$ cat config.mk
export PLATFORM = sky130hd
export DESIGN_NAME = mtr_div
export DESIGN_NICKNAME = d
export VERILOG_FILES = /design/src/rtl/mtr_pkg.sv /design/src/rtl/mtr_div.sv
export SDC_FILE = /design/constraint.sdc
export NUM_CORES = 1
export LEC_CHECK = 0
export BUFFER_PORTS_ARGS = -buffer_cell sky130_fd_sc_hd__buf_2
export CAP_MARGIN = 25
export CORE_MARGIN = 3
export CORE_UTILIZATION = 54
export CTS_CLUSTER_DIAMETER = 100
export DETAILED_ROUTE_END_ITERATION = 8
export PLACE_DENSITY = 0.75
export SYNTH_ARGS = -nofsm -noshare
export SYNTH_HDL_FRONTEND = slang
export SYNTH_SLANG_ARGS = --single-unit
$ cat constraint.sdc
create_clock -name clk -period 3.55 [get_ports clk]
set_input_delay 0.71 -clock clk [delete_from_list [all_inputs] [get_ports clk]]
set_output_delay 0.71 -clock clk [all_outputs]
set_load 0.01 [all_outputs]
$ cat src/rtl/mtr_pkg.sv
// Shared widths, register map and constants for the top-k softmax router.
// Used by every file in rtl/; depends on nothing.
package mtr_pkg;

    localparam int LOGIT_W     = 16;
    localparam int EXP_W       = 17;
    localparam int WEIGHT_W    = 17;
    localparam int INDEX_W     = 8;
    localparam int NE_W        = 9;
    localparam int NS_W        = 7;
    localparam int SUM_W       = 25;
    localparam int NUM_W       = 33;
    localparam int PROD_W      = 33;
    localparam int FRAC_W      = 18;
    localparam int IP_W        = 7;
    localparam int APB_ADDR_W  = 4;
    localparam int APB_DATA_W  = 32;

    localparam int DEF_MAX_EXPERTS  = 256;
    localparam int DEF_MAX_SELECTED = 64;

    localparam logic [1:0] REG_NUM_EXPERTS  = 2'd0;
    localparam logic [1:0] REG_NUM_SELECTED = 2'd1;
    localparam logic [1:0] REG_NORMALIZE    = 2'd2;

    localparam logic [NE_W-1:0] NUM_EXPERTS_RST  = 9'd128;
    localparam logic [NS_W-1:0] NUM_SELECTED_RST = 7'd8;

    localparam logic [16:0] LOG2E_Q16   = 17'd94548;
    localparam logic [16:0] WEIGHT_ONE  = 17'd65536;

    function automatic logic [16:0] pow2_frac(input logic [4:0] j);
        logic [16:0] v;
        case (j)
            5'd0:    v = 17'd65536;
            5'd1:    v = 17'd62757;
            5'd2:    v = 17'd60097;
            5'd3:    v = 17'd57549;
            5'd4:    v = 17'd55109;
            5'd5:    v = 17'd52773;
            5'd6:    v = 17'd50535;
            5'd7:    v = 17'd48393;
            5'd8:    v = 17'd46341;
            5'd9:    v = 17'd44376;
            5'd10:   v = 17'd42495;
            5'd11:   v = 17'd40693;
            5'd12:   v = 17'd38968;
            5'd13:   v = 17'd37316;
            5'd14:   v = 17'd35734;
            5'd15:   v = 17'd34219;
            5'd16:   v = 17'd32768;
            default: v = 17'd32768;
        endcase
        return v;
    endfunction

endpackage

$ cat src/rtl/mtr_div.sv
// Restoring divider, one quotient bit per cycle, for the weight normalization.
// Depends on mtr_pkg for operand widths.
module mtr_div
(
    input  logic                         clk,
    input  logic                         rst_n,
    input  logic                         start,
    input  logic [mtr_pkg::NUM_W-1:0]    num,
    input  logic [mtr_pkg::SUM_W-1:0]    den,
    output logic                         done,
    output logic [mtr_pkg::WEIGHT_W-1:0] quo
);

    localparam int CNT_W = $clog2(mtr_pkg::NUM_W + 1);

    logic [mtr_pkg::NUM_W-1:0]    num_reg;
    logic [mtr_pkg::SUM_W-1:0]    den_reg;
    logic [mtr_pkg::SUM_W-1:0]    rem_reg;
    logic [mtr_pkg::WEIGHT_W-1:0] q_reg;
    logic [CNT_W-1:0]             cnt_reg;
    logic                         busy_reg;
    logic                         done_reg;

    logic [mtr_pkg::SUM_W:0]      trial;
    logic                         qbit;

    always_comb
    begin
        trial = {rem_reg, num_reg[mtr_pkg::NUM_W-1]};
        qbit  = (trial >= {1'b0, den_reg});
    end

    always_ff @(posedge clk or negedge rst_n)
    begin
        if (!rst_n)
        begin
            num_reg  <= '0;
            den_reg  <= '0;
            rem_reg  <= '0;
            q_reg    <= '0;
            cnt_reg  <= '0;
            busy_reg <= 1'b0;
            done_reg <= 1'b0;
        end
        else
        begin
            done_reg <= 1'b0;
            if (start)
            begin
                num_reg  <= num;
                den_reg  <= den;
                rem_reg  <= '0;
                q_reg    <= '0;
                cnt_reg  <= CNT_W'(mtr_pkg::NUM_W);
                busy_reg <= 1'b1;
            end
            else if (busy_reg)
            begin
                num_reg <= {num_reg[mtr_pkg::NUM_W-2:0], 1'b0};
                q_reg   <= {q_reg[mtr_pkg::WEIGHT_W-2:0], qbit};
                if (qbit)
                    rem_reg <= mtr_pkg::SUM_W'(trial - {1'b0, den_reg});
                else
                    rem_reg <= trial[mtr_pkg::SUM_W-1:0];
                cnt_reg <= cnt_reg - 1'b1;
                if (cnt_reg == CNT_W'(1))
                begin
                    busy_reg <= 1'b0;
                    done_reg <= 1'b1;
                end
            end
        end
    end

    assign done = done_reg;
    assign quo  = q_reg;

endmodule

==> run summary <==
Die span in x: 111 um. In the post-synthesis netlist, the biggest area contributors are sky130_fd_sc_hd__dfrtp_1 46%, sky130_fd_sc_hd__mux2i_1 10%, sky130_fd_sc_hd__ha_1 5.7%. Synthesized instance count: 626. The setup violation total in the final timing report is 0, and the die height is 111 um. STA classifies the critical path startpoint as a flip-flop.

When the netlist entered floorplanning its net count stood at 715. The ratio of total power to cell area came out at 582 nW/um2. The area overhead of the layout relative to synthesis works out to 11.7%. The number of antenna violations at the first check in global routing was 0; the count of flip-flops with a built-in enable after synthesis was 0. The worst-margin pin slew was 790 ps; the final wirelength was 11.7 mm. Entering global routing, the biggest net connects 94 pins. Max-slew headroom at the worst pin: 0.473. Data on the critical path is required at its endpoint by 3820 ps. Clock latency on the worst-skew pair, taken at its later pin, is 380 ps. For the all-layer global routing usage, the log shows 0.200. The total negative setup slack came out at 0 ps.

The logs give 12,300 um2 for the die area and 0 for the overflow left after global routing. In this run the number of H-tree levels came out at 3. For the count of pins over their slew limit, the log shows 0. Setup slack on the worst reg-to-reg path comes out at 530 ps.

The iteration-0 DRC count of the detailed router was 183; the number of vias per cell after detailed routing was 5.45. The flow ran to the end, and the final reports show no timing, DRC or antenna violations. The initial core utilization was 0.565; the count of synthesis-stage warnings from yosys was 0. For the sequential share of the synthesized area, the log shows 0.456. The final worst-path cycle share came out at 0.851. The count of unresolved DRC violations after routing is 0, and the layout cell share with drive strength beyond 1 is 0.156. The number of global-route vias before repair was 4,501; the average wire length per cell after detail routing was 14.1 um.

The placed instances occupy a cell area of 6440 um2. Post-CTS repair changed the size of 0 cells. The clock period minus final worst setup slack works out to 3020 ps. The worst setup path is of the reg2reg kind. After synthesis, the mean cell area works out to 9.48 um2. The cell area that synthesis handed to floorplanning was 5930 um2. 0 antenna diodes ended up in the layout.

Setup repair after global routing left no endpoint under its margin. The most frequent cell after synthesis is sky130_fd_sc_hd__dfrtp_1. The I/O pin total came out at 79. The tools report the type of destination of the critical path as a flip-flop. The register with the most flip-flops in the layout has 33 of them. The via total after detailed routing was 4,522. The run gives 9 as the total CTS buffers. The finished layout cell area came out at 6630 um2.

The tightest min-delay check is of the in2async type. In this run the clock root is driven by a sky130_fd_sc_hd__clkbuf_8. Before antenna repair, the detailed router went through 5 iterations. Detailed placement finished with a half-perimeter wire length of 8.35 mm. The clock net in this run drives a total of 108 sinks.

The logs give 0 for the residual antenna-violating net count after detailed routing and 777 for the number of nets at the end of the flow. The tools report the setup skew after layout as 15.7 ps. In this run, post-CTS hold repair placed 0 buffers. Clock-pin slew was measured on the worst setup and hold paths at 100 ps. The static leakage is 3.64 nW.

The clock passes through at most 2 buffers. Async set-reset flop share out of synthesis: 1.00. In the synthesized netlist the dominant register cell turns out to be sky130_fd_sc_hd__dfrtp_1.

TritonCTS built the clock tree. The first-pass GRT wire length came out at 20.6 mm. The total setup buffers inserted after CTS is 0. The count of cell types in the netlist was 57. The final number of hold-violating endpoints is 0. At the worst endpoint, the arrival time is 3290 ps.

Routability-driven placement finished with a final weighted congestion of 0.843. The worst-case IR drop observed on VDD is 0.000266 V. Synthesis inferred 108 register bits.

The number of standard-cell rows in the floorplan came out at 37. Along the worst path, the maximum fanout reaches 35. The top-area cell type share of the netlist area is 0.456. Of all cell types, the one taking the most synthesized area is sky130_fd_sc_hd__dfrtp_1.

Final hold analysis gives a worst-case slack of 314 ps. For the filler cell count in the final layout, the log shows 904. Based on the critical path, the design can be clocked at up to 331 MHz.

The tool flagged a number of max-cap violations equal to 0. The total area inside the core boundary comes to 10,500 um2. The count of input and output buffers came out at 78. The commonest cells after synthesis are 108 x sky130_fd_sc_hd__dfrtp_1, 73 x sky130_fd_sc_hd__nand2_1, 65 x sky130_fd_sc_hd__nor2_1.
[cells in the final DEF, fill, tap and decap left out, types with 4 or more instances in the layout]
| cell type | instances |
|---|---|
| sky130_fd_sc_hd__clkbuf_8 | 9 |
| sky130_fd_sc_hd__a31oi_1 | 5 |
| sky130_fd_sc_hd__buf_2 | 76 |
| sky130_fd_sc_hd__xor2_1 | 8 |
| sky130_fd_sc_hd__ha_1 | 27 |
| sky130_fd_sc_hd__nand2_1 | 73 |
| sky130_fd_sc_hd__nand2b_1 | 6 |
| sky130_fd_sc_hd__nand3_1 | 5 |
| sky130_fd_sc_hd__nor3_1 | 8 |
| sky130_fd_sc_hd__a211oi_1 | 25 |
| sky130_fd_sc_hd__a21oi_1 | 26 |
| sky130_fd_sc_hd__buf_4 | 8 |
| sky130_fd_sc_hd__xnor2_1 | 15 |
| sky130_fd_sc_hd__o21ai_0 | 62 |
| sky130_fd_sc_hd__mux2i_1 | 59 |
| sky130_fd_sc_hd__a21o_1 | 9 |
| sky130_fd_sc_hd__inv_1 | 31 |
| sky130_fd_sc_hd__o21bai_1 | 4 |
| sky130_fd_sc_hd__nor2_1 | 65 |
| sky130_fd_sc_hd__dfrtp_1 | 107 |
[path summary, 6_finish.rpt]
kind,startpoint,end,cells after the start
worst min register to register,den_reg[10]$_DFFE_PN0P_,den_reg[10]$_DFFE_PN0P_,2
worst min-delay path,rst_n,rem_reg[23]$_DFFE_PN0P_,1
min in group clk,num[5],num_reg[5]$_DFFE_PN0P_,3
worst max register to register,num_reg[32]$_DFFE_PN0P_,rem_reg[4]$_DFFE_PN0P_,11
max in group asynchronous,rst_n,num_reg[26]$_DFFE_PN0P_,2
worst max-delay path,num_reg[32]$_DFFE_PN0P_,rem_reg[4]$_DFFE_PN0P_,11
[worst max-delay path: stages, from the launching register on]
cell and delay [ps]:
sky130_fd_sc_hd__dfrtp_1 390, sky130_fd_sc_hd__inv_1 50, sky130_fd_sc_hd__ha_1 210, sky130_fd_sc_hd__fa_1 380
sky130_fd_sc_hd__nor2b_1 200, sky130_fd_sc_hd__o31a_1 210, sky130_fd_sc_hd__o31ai_1 140, sky130_fd_sc_hd__a311oi_2 350
sky130_fd_sc_hd__o21ai_2 190, sky130_fd_sc_hd__buf_12 210, sky130_fd_sc_hd__a211o_1 290, sky130_fd_sc_hd__a311oi_1 280
[cell type report]
type / instances / area, um2 / area share
Tap cell: 136 / 170 / 0.0257
Timing Repair Buffer: 86 / 480 / 0.0725
Clock inverter: 5 / 60.1 / 0.00906
Multi-Input combinational cell: 452 / 2960 / 0.447
Sequential cell: 108 / 2710 / 0.408
Clock buffer: 11 / 131 / 0.0198
Inverter: 31 / 116 / 0.0176
[per-stage QoR]
stage / utilization / std cells / worst slack [ps] / power (mW)
6_report: 0.631 / 829 / 529 / 3.86
2_1_floorplan: - / 626 / 798 / 2.81
3_5_place_dp: 0.613 / 813 / 556 / 3.14
3_3_place_gp: 0.613 / 813 / 674 / 3.09
4_1_cts: 0.631 / 829 / 538 / 3.89
5_1_grt: 0.631 / 829 / 291 / 4.17
[cells by family (layout without fill, tap and decap cells)]
logic type      after synthesis  after routing  synth area share
mux                          60             60             0.101
simple gates                180            180             0.132
buf+inv                      66            133            0.0449
xor+xnor                     23             23            0.0340
fa+ha+maj                    28             28            0.0603
compound gates              161            161             0.172
flops                       108            108             0.456
[report_power, final]
group,internal [mW],switching [mW],total (mW)
Sequential,1.43,0.157,1.59
Combinational,0.694,0.837,1.53
Clock,0.330,0.413,0.742
[per-layer routing]
metal	vias up	share of wire	GRT usage
li1	2314	-	-
met1	2102	0.48	0.275
met2	91	0.45	0.311
met3	15	0.050	0.0469
met4	0	0.015	0.0690
met5	-	0	0
Note: power is estimated with default switching activity, not from simulation.
