==> src/rtl/mtr_pkg.sv <==
// Shared widths, register map and constants for the top-k softmax router.
// Used by every file in rtl/; depends on nothing.
package mtr_pkg;

    localparam int LOGIT_W     = 16;
    localparam int EXP_W       = 17;
    localparam int WEIGHT_W    = 17;
    localparam int INDEX_W     = 8;
    localparam int NE_W        = 9;
    localparam int NS_W        = 7;
    localparam int SUM_W       = 25;
    localparam int NUM_W       = 33;
    localparam int PROD_W      = 33;
    localparam int FRAC_W      = 18;
    localparam int IP_W        = 7;
    localparam int APB_ADDR_W  = 4;
    localparam int APB_DATA_W  = 32;

    localparam int DEF_MAX_EXPERTS  = 256;
    localparam int DEF_MAX_SELECTED = 64;

    localparam logic [1:0] REG_NUM_EXPERTS  = 2'd0;
    localparam logic [1:0] REG_NUM_SELECTED = 2'd1;
    localparam logic [1:0] REG_NORMALIZE    = 2'd2;

    localparam logic [NE_W-1:0] NUM_EXPERTS_RST  = 9'd128;
    localparam logic [NS_W-1:0] NUM_SELECTED_RST = 7'd8;

    localparam logic [16:0] LOG2E_Q16   = 17'd94548;
    localparam logic [16:0] WEIGHT_ONE  = 17'd65536;

    function automatic logic [16:0] pow2_frac(input logic [4:0] j);
        logic [16:0] v;
        case (j)
            5'd0:    v = 17'd65536;
            5'd1:    v = 17'd62757;
            5'd2:    v = 17'd60097;
            5'd3:    v = 17'd57549;
            5'd4:    v = 17'd55109;
            5'd5:    v = 17'd52773;
            5'd6:    v = 17'd50535;
            5'd7:    v = 17'd48393;
            5'd8:    v = 17'd46341;
            5'd9:    v = 17'd44376;
            5'd10:   v = 17'd42495;
            5'd11:   v = 17'd40693;
            5'd12:   v = 17'd38968;
            5'd13:   v = 17'd37316;
            5'd14:   v = 17'd35734;
            5'd15:   v = 17'd34219;
            5'd16:   v = 17'd32768;
            default: v = 17'd32768;
        endcase
        return v;
    endfunction

endpackage

==> src/rtl/mtr_exp.sv <==
// Three-stage exponential unit: e = 2^(-d*log2(e)) in Q1.16 from a Q.10 distance.
// Depends on mtr_pkg for the fraction table and widths.
module mtr_exp
(
    input  logic                        clk,
    input  logic                        rst_n,
    input  logic                        start,
    input  logic [mtr_pkg::LOGIT_W-1:0] d,
    output logic                        done,
    output logic [mtr_pkg::EXP_W-1:0]   e
);

    function automatic logic [mtr_pkg::PROD_W-1:0] PROD_W_MUL(input logic [15:0] x);
        return {17'd0, x} * {16'd0, mtr_pkg::LOG2E_Q16};
    endfunction

    logic [mtr_pkg::PROD_W-1:0] prod_reg;
    logic                       v1_reg;
    logic [16:0]                pj_reg;
    logic [mtr_pkg::FRAC_W-1:0] frac_reg;
    logic [mtr_pkg::IP_W-1:0]   ip_reg;
    logic                       v2_reg;
    logic [mtr_pkg::EXP_W-1:0]  e_reg;
    logic                       done_reg;

    logic [mtr_pkg::PROD_W-1:0] rnd;
    logic [16:0]                t;
    logic [16:0]                pj;
    logic [16:0]                pj1;
    logic [11:0]                delta;
    logic [16:0]                m;
    logic [17:0]                sh;
    logic [4:0]                 shamt;
    logic [mtr_pkg::EXP_W-1:0]  e_calc;

    always_comb
    begin
        rnd   = prod_reg + 33'd32768;
        t     = rnd[32:16];
        pj    = mtr_pkg::pow2_frac({1'b0, t[9:6]});
        pj1   = mtr_pkg::pow2_frac(5'({1'b0, t[9:6]} + 5'd1));
        delta = 12'(pj - pj1);
        m     = pj_reg - 17'((frac_reg + 18'd32) >> 6);
        shamt = 5'(ip_reg - 7'd1);
        sh    = {1'b0, m} >> shamt;
        if (ip_reg == 7'd0)
            e_calc = m;
        else if (ip_reg >= 7'd32)
            e_calc = '0;
        else
            e_calc = 17'((sh + 18'd1) >> 1);
    end

    always_ff @(posedge clk or negedge rst_n)
    begin
        if (!rst_n)
        begin
            prod_reg <= '0;
            v1_reg   <= 1'b0;
            pj_reg   <= '0;
            frac_reg <= '0;
            ip_reg   <= '0;
            v2_reg   <= 1'b0;
            e_reg    <= '0;
            done_reg <= 1'b0;
        end
        else
        begin
            v1_reg   <= start;
            v2_reg   <= v1_reg;
            done_reg <= v2_reg;
            if (start)
                prod_reg <= PROD_W_MUL(d);
            if (v1_reg)
            begin
                pj_reg   <= pj;
                frac_reg <= delta * t[5:0];
                ip_reg   <= t[16:10];
            end
            if (v2_reg)
                e_reg <= e_calc;
        end
    end

    assign done = done_reg;
    assign e    = e_reg;

endmodule

==> config.mk <==
export PLATFORM = sky130hd
export DESIGN_NAME = mtr_exp
export DESIGN_NICKNAME = d
export VERILOG_FILES = /design/src/rtl/mtr_pkg.sv /design/src/rtl/mtr_exp.sv
export SDC_FILE = /design/constraint.sdc
export NUM_CORES = 1
export LEC_CHECK = 0
export BUFFER_PORTS_ARGS = -buffer_cell sky130_fd_sc_hd__buf_4
export CAP_MARGIN = 10
export CELL_PAD_IN_SITES_DETAIL_PLACEMENT = 1
export CELL_PAD_IN_SITES_GLOBAL_PLACEMENT = 2
export CORE_AREA = 2 2 314 161
export CTS_BUF_LIST = sky130_fd_sc_hd__clkbuf_8
export CTS_CLUSTER_DIAMETER = 50
export DETAILED_ROUTE_END_ITERATION = 10
export DIE_AREA = 0 0 316 163
export PLACE_DENSITY_LB_ADDON = 0.1
export SKIP_LAST_GASP = 1
export SLEW_MARGIN = 30
export SYNTH_ARGS = -nofsm -noshare
export SYNTH_HDL_FRONTEND = slang
export SYNTH_SLANG_ARGS = --single-unit
==> constraint.sdc <==
create_clock -name clk -period 11.2 [get_ports clk]
set_clock_uncertainty 0.15 [all_clocks]
set_input_delay 0.56 -clock clk [delete_from_list [all_inputs] [get_ports clk]]
set_output_delay 0.56 -clock clk [all_outputs]
set_load 0.02 [all_outputs]
==> results of run 1 <==
## through the flow
stage	util	hold slack (ns)	instances	setup slack, ns
detailed placement	0.2856	0.3363	2140	1.461
global route	0.2898	0.2387	2157	0.3975
CTS	0.2897	0.2321	2156	1.378
floorplan	-	0.1144	1469	2.371
global placement	0.2853	0.3382	2139	1.776
finish	0.2898	0.2546	2158	1.331
## cell families (layout without fill, tap and decap cells)
group	count (synthesis)	after routing
XOR/XNOR	94	94
adder cells (fa/ha/maj)	305	305
AO/OA/AOI/OAI	288	288
AND/OR/NAND/NOR	408	408
other	0	2
flip-flops	75	75
multiplexers	46	46
buffers and inverters	253	280
## worst min path at each step
stage / endpoint / startpoint / depth (start not counted)
finish: v1_reg / start / 1
global route: v1_reg / start / 1
CTS: v1_reg / start / 1
detailed placement: e[10] / e[10] / 2
global placement: e[13] / e[13] / 2
floorplan: done / rst_n / 0
## timing repair
item	CTS	global route
resized for setup	0	0
hold buffers	1	0
setup endpoints to repair	0	0
hold endpoints to repair	24	0
## area by class of cell
type | instances | area [µm²] | share of cell area
Multi-Input combinational cell | 1141 | 10130 | 0.7111
Sequential cell | 75 | 1878 | 0.1319
Tap cell | 660 | 825.8 | 0.05799
Inverter | 207 | 777.0 | 0.05456
Timing Repair Buffer | 58 | 435.4 | 0.03058
Clock buffer | 10 | 137.6 | 0.009665
Clock inverter | 5 | 55.05 | 0.003866
Antenna cell | 2 | 5.005 | 0.0003515
## critical path: cells and delay by family, from the launching register on
kind                       cells  cell delay [ns]
AOI/OAI and AO/OA             13             2.57
and+or+nand+nor               11             2.24
adders and majority gates      6             2.22
xor gates and xnor gates       4             1.38
buffers and inverters          4             0.49
DFF                            1             0.42
muxes                          1             0.25
## placed cells by master (no fill, tap or decap), types with 5 or more instances in the layout
| cell | instances |
|---|---|
| dfrtp_1 | 74 |
| a221oi_1 | 5 |
| o22ai_1 | 6 |
| fa_1 | 111 |
| o31ai_1 | 9 |
| nand3_1 | 41 |
| or2_2 | 17 |
| nor2b_1 | 7 |
| o221ai_1 | 5 |
| xnor2_1 | 53 |
| o21ai_1 | 9 |
| ha_1 | 194 |
| nand2_1 | 75 |
| mux4_2 | 6 |
| a211o_1 | 6 |
| nor3_1 | 17 |
| nand2b_1 | 14 |
| and3_1 | 18 |
| a21oi_1 | 75 |
| a211oi_1 | 14 |
| o21a_1 | 5 |
| o211ai_1 | 14 |
| clkbuf_8 | 10 |
| buf_4 | 56 |
| nor3b_1 | 5 |
| xor2_1 | 39 |
| nor2_1 | 149 |
| and2_1 | 5 |
| a31oi_1 | 7 |
| o21ai_0 | 48 |
| or3_1 | 7 |
| nand4_1 | 16 |
| a21o_1 | 21 |
| mux2_2 | 35 |
| inv_1 | 207 |
## per-layer routing
metal / vias up / share of wire / track usage
met2: 217 / 0.31 / 0.2050
met4: 0 / 0.0037 / 0.01723
met3: 11 / 0.056 / 0.04278
li1: 5109 / - / -
met5: - / 0 / 0
met1: 5485 / 0.63 / 0.3449
==> results.toml, run 1 <==
[layout]
nFillCells = 5724
largest_reg_flops = 18
nets = 1816
areaGrowthSynthToFinish_pct = 9.696
final_area_um2 = 14240
drive_gt1_frac = 0.1156

[synthesis]
synth_area_per_cell_um2 = 8.837
synth_nets = 1793
yosysTopAreaCell = "ha_1"
ys_top_cells_by_area = "ha_1, fa_1, dfrtp_1"
synth_top_family_by_area = "adder cells"
syn-cell-area_um2 = 12980
synth_fa_ha_area_frac = 0.3582
synth_cell_types = 101
synth_xor_area_frac = 0.06342
synth_edf_count = 0
ys.flop_type = "dfrtp_1"
synth.most_common_cell = "inv_1"
synth_mux_area_frac = 0.04578
syn_inst = 1469
synth_top_cell_area_share = 0.1870
synthArstFlopShare = 1.000
synth-seq-cells = 75
synth-warning-count = 0
synth-seq-area-share = 0.1446
synth_simple_gate_area_frac = 0.1577
yosys-top-cells-count = "inv_1, ha_1, nor2_1, fa_1"
synth-compound-area-share = 0.1531

[sta]
slew_viol_final = 0
fmax_ghz = 0.1013
fin_crit_sh = 0.8812
relSlewSlack = 0.3402
grt_setup_unrepaired = "no"
finalHoldViolCount = 0
worst_slew_pin_slew_ns = 0.9848
min_period_ns = 9.869
setup-tns-final_ns = 0
setup_viol = 0

[clock_network]
post-cts-setup-buffers = 0
numCtsBuffers = 9
clock_sinks = 75
cts_tree = "built"
clockBufferDepth = 2
worst_skew_pair.late_latency_ns = 0.41
htreeDepth = 3
cts.clk_slew.worst_paths_ns = 0.09
clockRootBuffer = "clkbuf_8"

[critical_path]
r2r.worst_path.cells = 39
timing.rr.start = "prod_reg[17]"
critical_path_class = "flop to flop"
critPathCaptureType = "flop"
critPathMaxFanout = 18
worst_path_max_delay_cell = "nor3_1"
crit_path_frequent_cell = "fa_1"
max_stage_delay_ns = 0.65
required_ns = 11.36
r2r_end = "frac_reg[17]"
cp-endpoint = "frac_reg[17]"
crit_start = "prod_reg[17]"
r2r_slack_ns = 1.33
cp-start-kind = "flop"
cp.arrival_ns = 10.03

[routing]
vias_per_cell = 5.015
drcViolationCount = 0
vias = 10822
drt_iter0_drc = 882
antenna_left = 0
routedWlPerCell_um = 21.58
wl_mm = 46.58
dr.pass1.iters = 5

[grt]
track_usage = 0.1889
overflow = 0
antenna_found_initial = 2
grt_pass1_wl_mm = 72.88
grt_max_degree = 56
grt_pass1_vias = 11292

[floorplanning]
pin_count = 37
start_util = 0.2642
die_w_um = 316
die_y_um = 163
rows = 58
core_um2 = 49130
die-area_um2 = 51510

[placement]
routabilityCongestion = 0.8523
port_buffers = 36
dp_hpwl_mm = 39.56
placed_cell_area_um2 = 14030

[status]
status = "complete, no violations"

[job]
max-cap-violations = 0

[hold_path]
hold_class = "input pin to flop"
Power of run 1 is left out: the tool's default activity adds up to more than one toggle a clock period on the data nets, which glitch-free logic cannot reach.
==> run 2: changes to the inputs <==
- CORE_AREA: 2 2 314 161 -> 2 2 287 175
- DIE_AREA: 0 0 316 163 -> 0 0 289 177
==> run 2 against run 1 <==
Against the previous run:
- setup slack worse by 0.039 ns
- core utilization is 0.29 points higher
- via count is 2.0% lower
- sequential share of layout area hardly changed
- global-route usage is 0.98 points lower
- die area is 0.69% lower
- fmax is 0.39% lower
- count of clock-buffer cells in the layout stayed put
==> results.toml, run 2 (synthesis gave the netlist of run 1 again) <==
[status]
status = "complete, no violations"

[critical_path]
required_ns = 11.33
worst_path_max_delay_cell = "ha_1"
r2r_end = "frac_reg[17]"
critPathMaxFanout = 26
crit_start = "prod_reg[17]"
r2r_slack_ns = 1.29
critical_path_class = "flop to flop"
r2r.worst_path.cells = 40
critPathCaptureType = "flop"
cp-start-kind = "flop"
cp.arrival_ns = 10.04
timing.rr.start = "prod_reg[17]"
max_stage_delay_ns = 0.83

[sta]
relSlewSlack = 0.3556
worst_slew_pin_slew_ns = 0.9584
min_period_ns = 9.908
whs_ns = 0.2764
fin_crit_sh = 0.8846
setup_viol = 0
fmax_ghz = 0.1009
slew_viol_final = 0
grt_setup_unrepaired = "no"
finalHoldViolCount = 0
setup-tns-final_ns = 0

[layout]
nets = 1816
final_cell_count_no_fill = 2148
mostFrequentLayoutCells = "inv_1, ha_1, nor2_1"
final_common_cell = "inv_1"
largest_reg_flops = 18
nFillCells = 5718
seq_area_um2 = 1881
multiInputGateArea_um2 = 10120
drive_gt1_frac = 0.1169
utilization = 0.2928
areaGrowthSynthToFinish_pct = 9.860

[routing]
vias = 10606
drt_iter0_drc = 589
vias_per_cell = 4.938
antenna_left = 0
routedWlPerCell_um = 20.26
wl_mm = 43.53
dr.pass1.iters = 5
drcViolationCount = 0

[hold_path]
hp-start = "start"
holdPathEnd = "v1_reg"
hold_class = "input pin to flop"
whs_path_depth = 1

[clock_network]
cts_resized = 0
numCtsBuffers = 9
htreeDepth = 3
worst_skew_pair.late_latency_ns = 0.40
cts_tree = "built"
clockRootBuffer = "clkbuf_8"
clock_sinks = 75
clockBufferDepth = 2
post-cts-setup-buffers = 0
hold_buffers = 1
cts.clk_slew.worst_paths_ns = 0.09

[placement]
dp_cells = 2129
routabilityCongestion = 0.8217
dp_hpwl_mm = 36.47
port_buffers = 36

[floorplanning]
pin_count = 37
core_um2 = 48710
die_y_um = 177
rows = 63
die-area_um2 = 51150
start_util = 0.2665
die_w_um = 289

[grt]
track_usage = 0.1791
grt_pass1_vias = 11284
grt_pass1_wl_mm = 69.88
grt_max_degree = 63
overflow = 0
antenna_found_initial = 2

[job]
max-cap-violations = 0
==> run 2: cell types whose count changed in the layout (fill, tap and decap cells not counted) <==
cell and change:
inv_1 -2, diode_2 -1, clkinvlp_4 +2, buf_2 -1
o31ai_1 +1, dfrtp_4 +1, buf_16 +1, dfrtp_2 -1
o31ai_2 -1, inv_6 +1
==> run 2: per-stage QoR <==
step / instance area, µm² / worst slack, ns
3_5_place_dp: 14010 / 1.360
5_1_grt: 14260 / 0.4575
3_3_place_gp: 14000 / 1.587
2_1_floorplan: 12980 / 2.371
4_1_cts: 14230 / 1.288
6_report: 14260 / 1.292
==> run 2: final cells by class <==
class,count,share of cell area
multi-input cells,1141,0.7097
flip-flops and latches,75,0.1319
well taps,650,0.05703
inverters,207,0.05448
repair buffers,58,0.03211
clock buffers,10,0.009651
clock inverters,6,0.005001
diodes,1,0.0001755
==> run 2: critical path: cells and delay by family, from the launching register on <==
kind / cells / cell delay, ns
xor+xnor: 3 / 0.66
simple gates: 9 / 1.52
fa+ha+maj: 8 / 3.43
flops: 1 / 0.43
compound gates: 13 / 2.60
buf+inv: 6 / 0.73
mux: 1 / 0.26
==> run 2: worst max-delay path by stage <==
| stage | endpoint | slack, ns | depth (start not counted) |
|---|---|---|---|
| 2_1_floorplan | frac_reg[17] | 2.37 | 41 |
| 3_3_place_gp | frac_reg[17] | 1.59 | 40 |
| 3_5_place_dp | frac_reg[17] | 1.36 | 40 |
| 4_1_cts | frac_reg[17] | 1.29 | 40 |
| 5_1_grt | frac_reg[17] | 0.46 | 40 |
| 6_report | frac_reg[17] | 1.29 | 40 |
==> run 2: layer usage <==
layer,GRT usage,wire length [µm],part of all wire
met4,0.01761,180,0.0041
met5,0,0,0
met1,0.3060,26070,0.60
met2,0.2351,16060,0.37
met3,0.02268,1222,0.028
Power of run 2 is left out for the same reason.
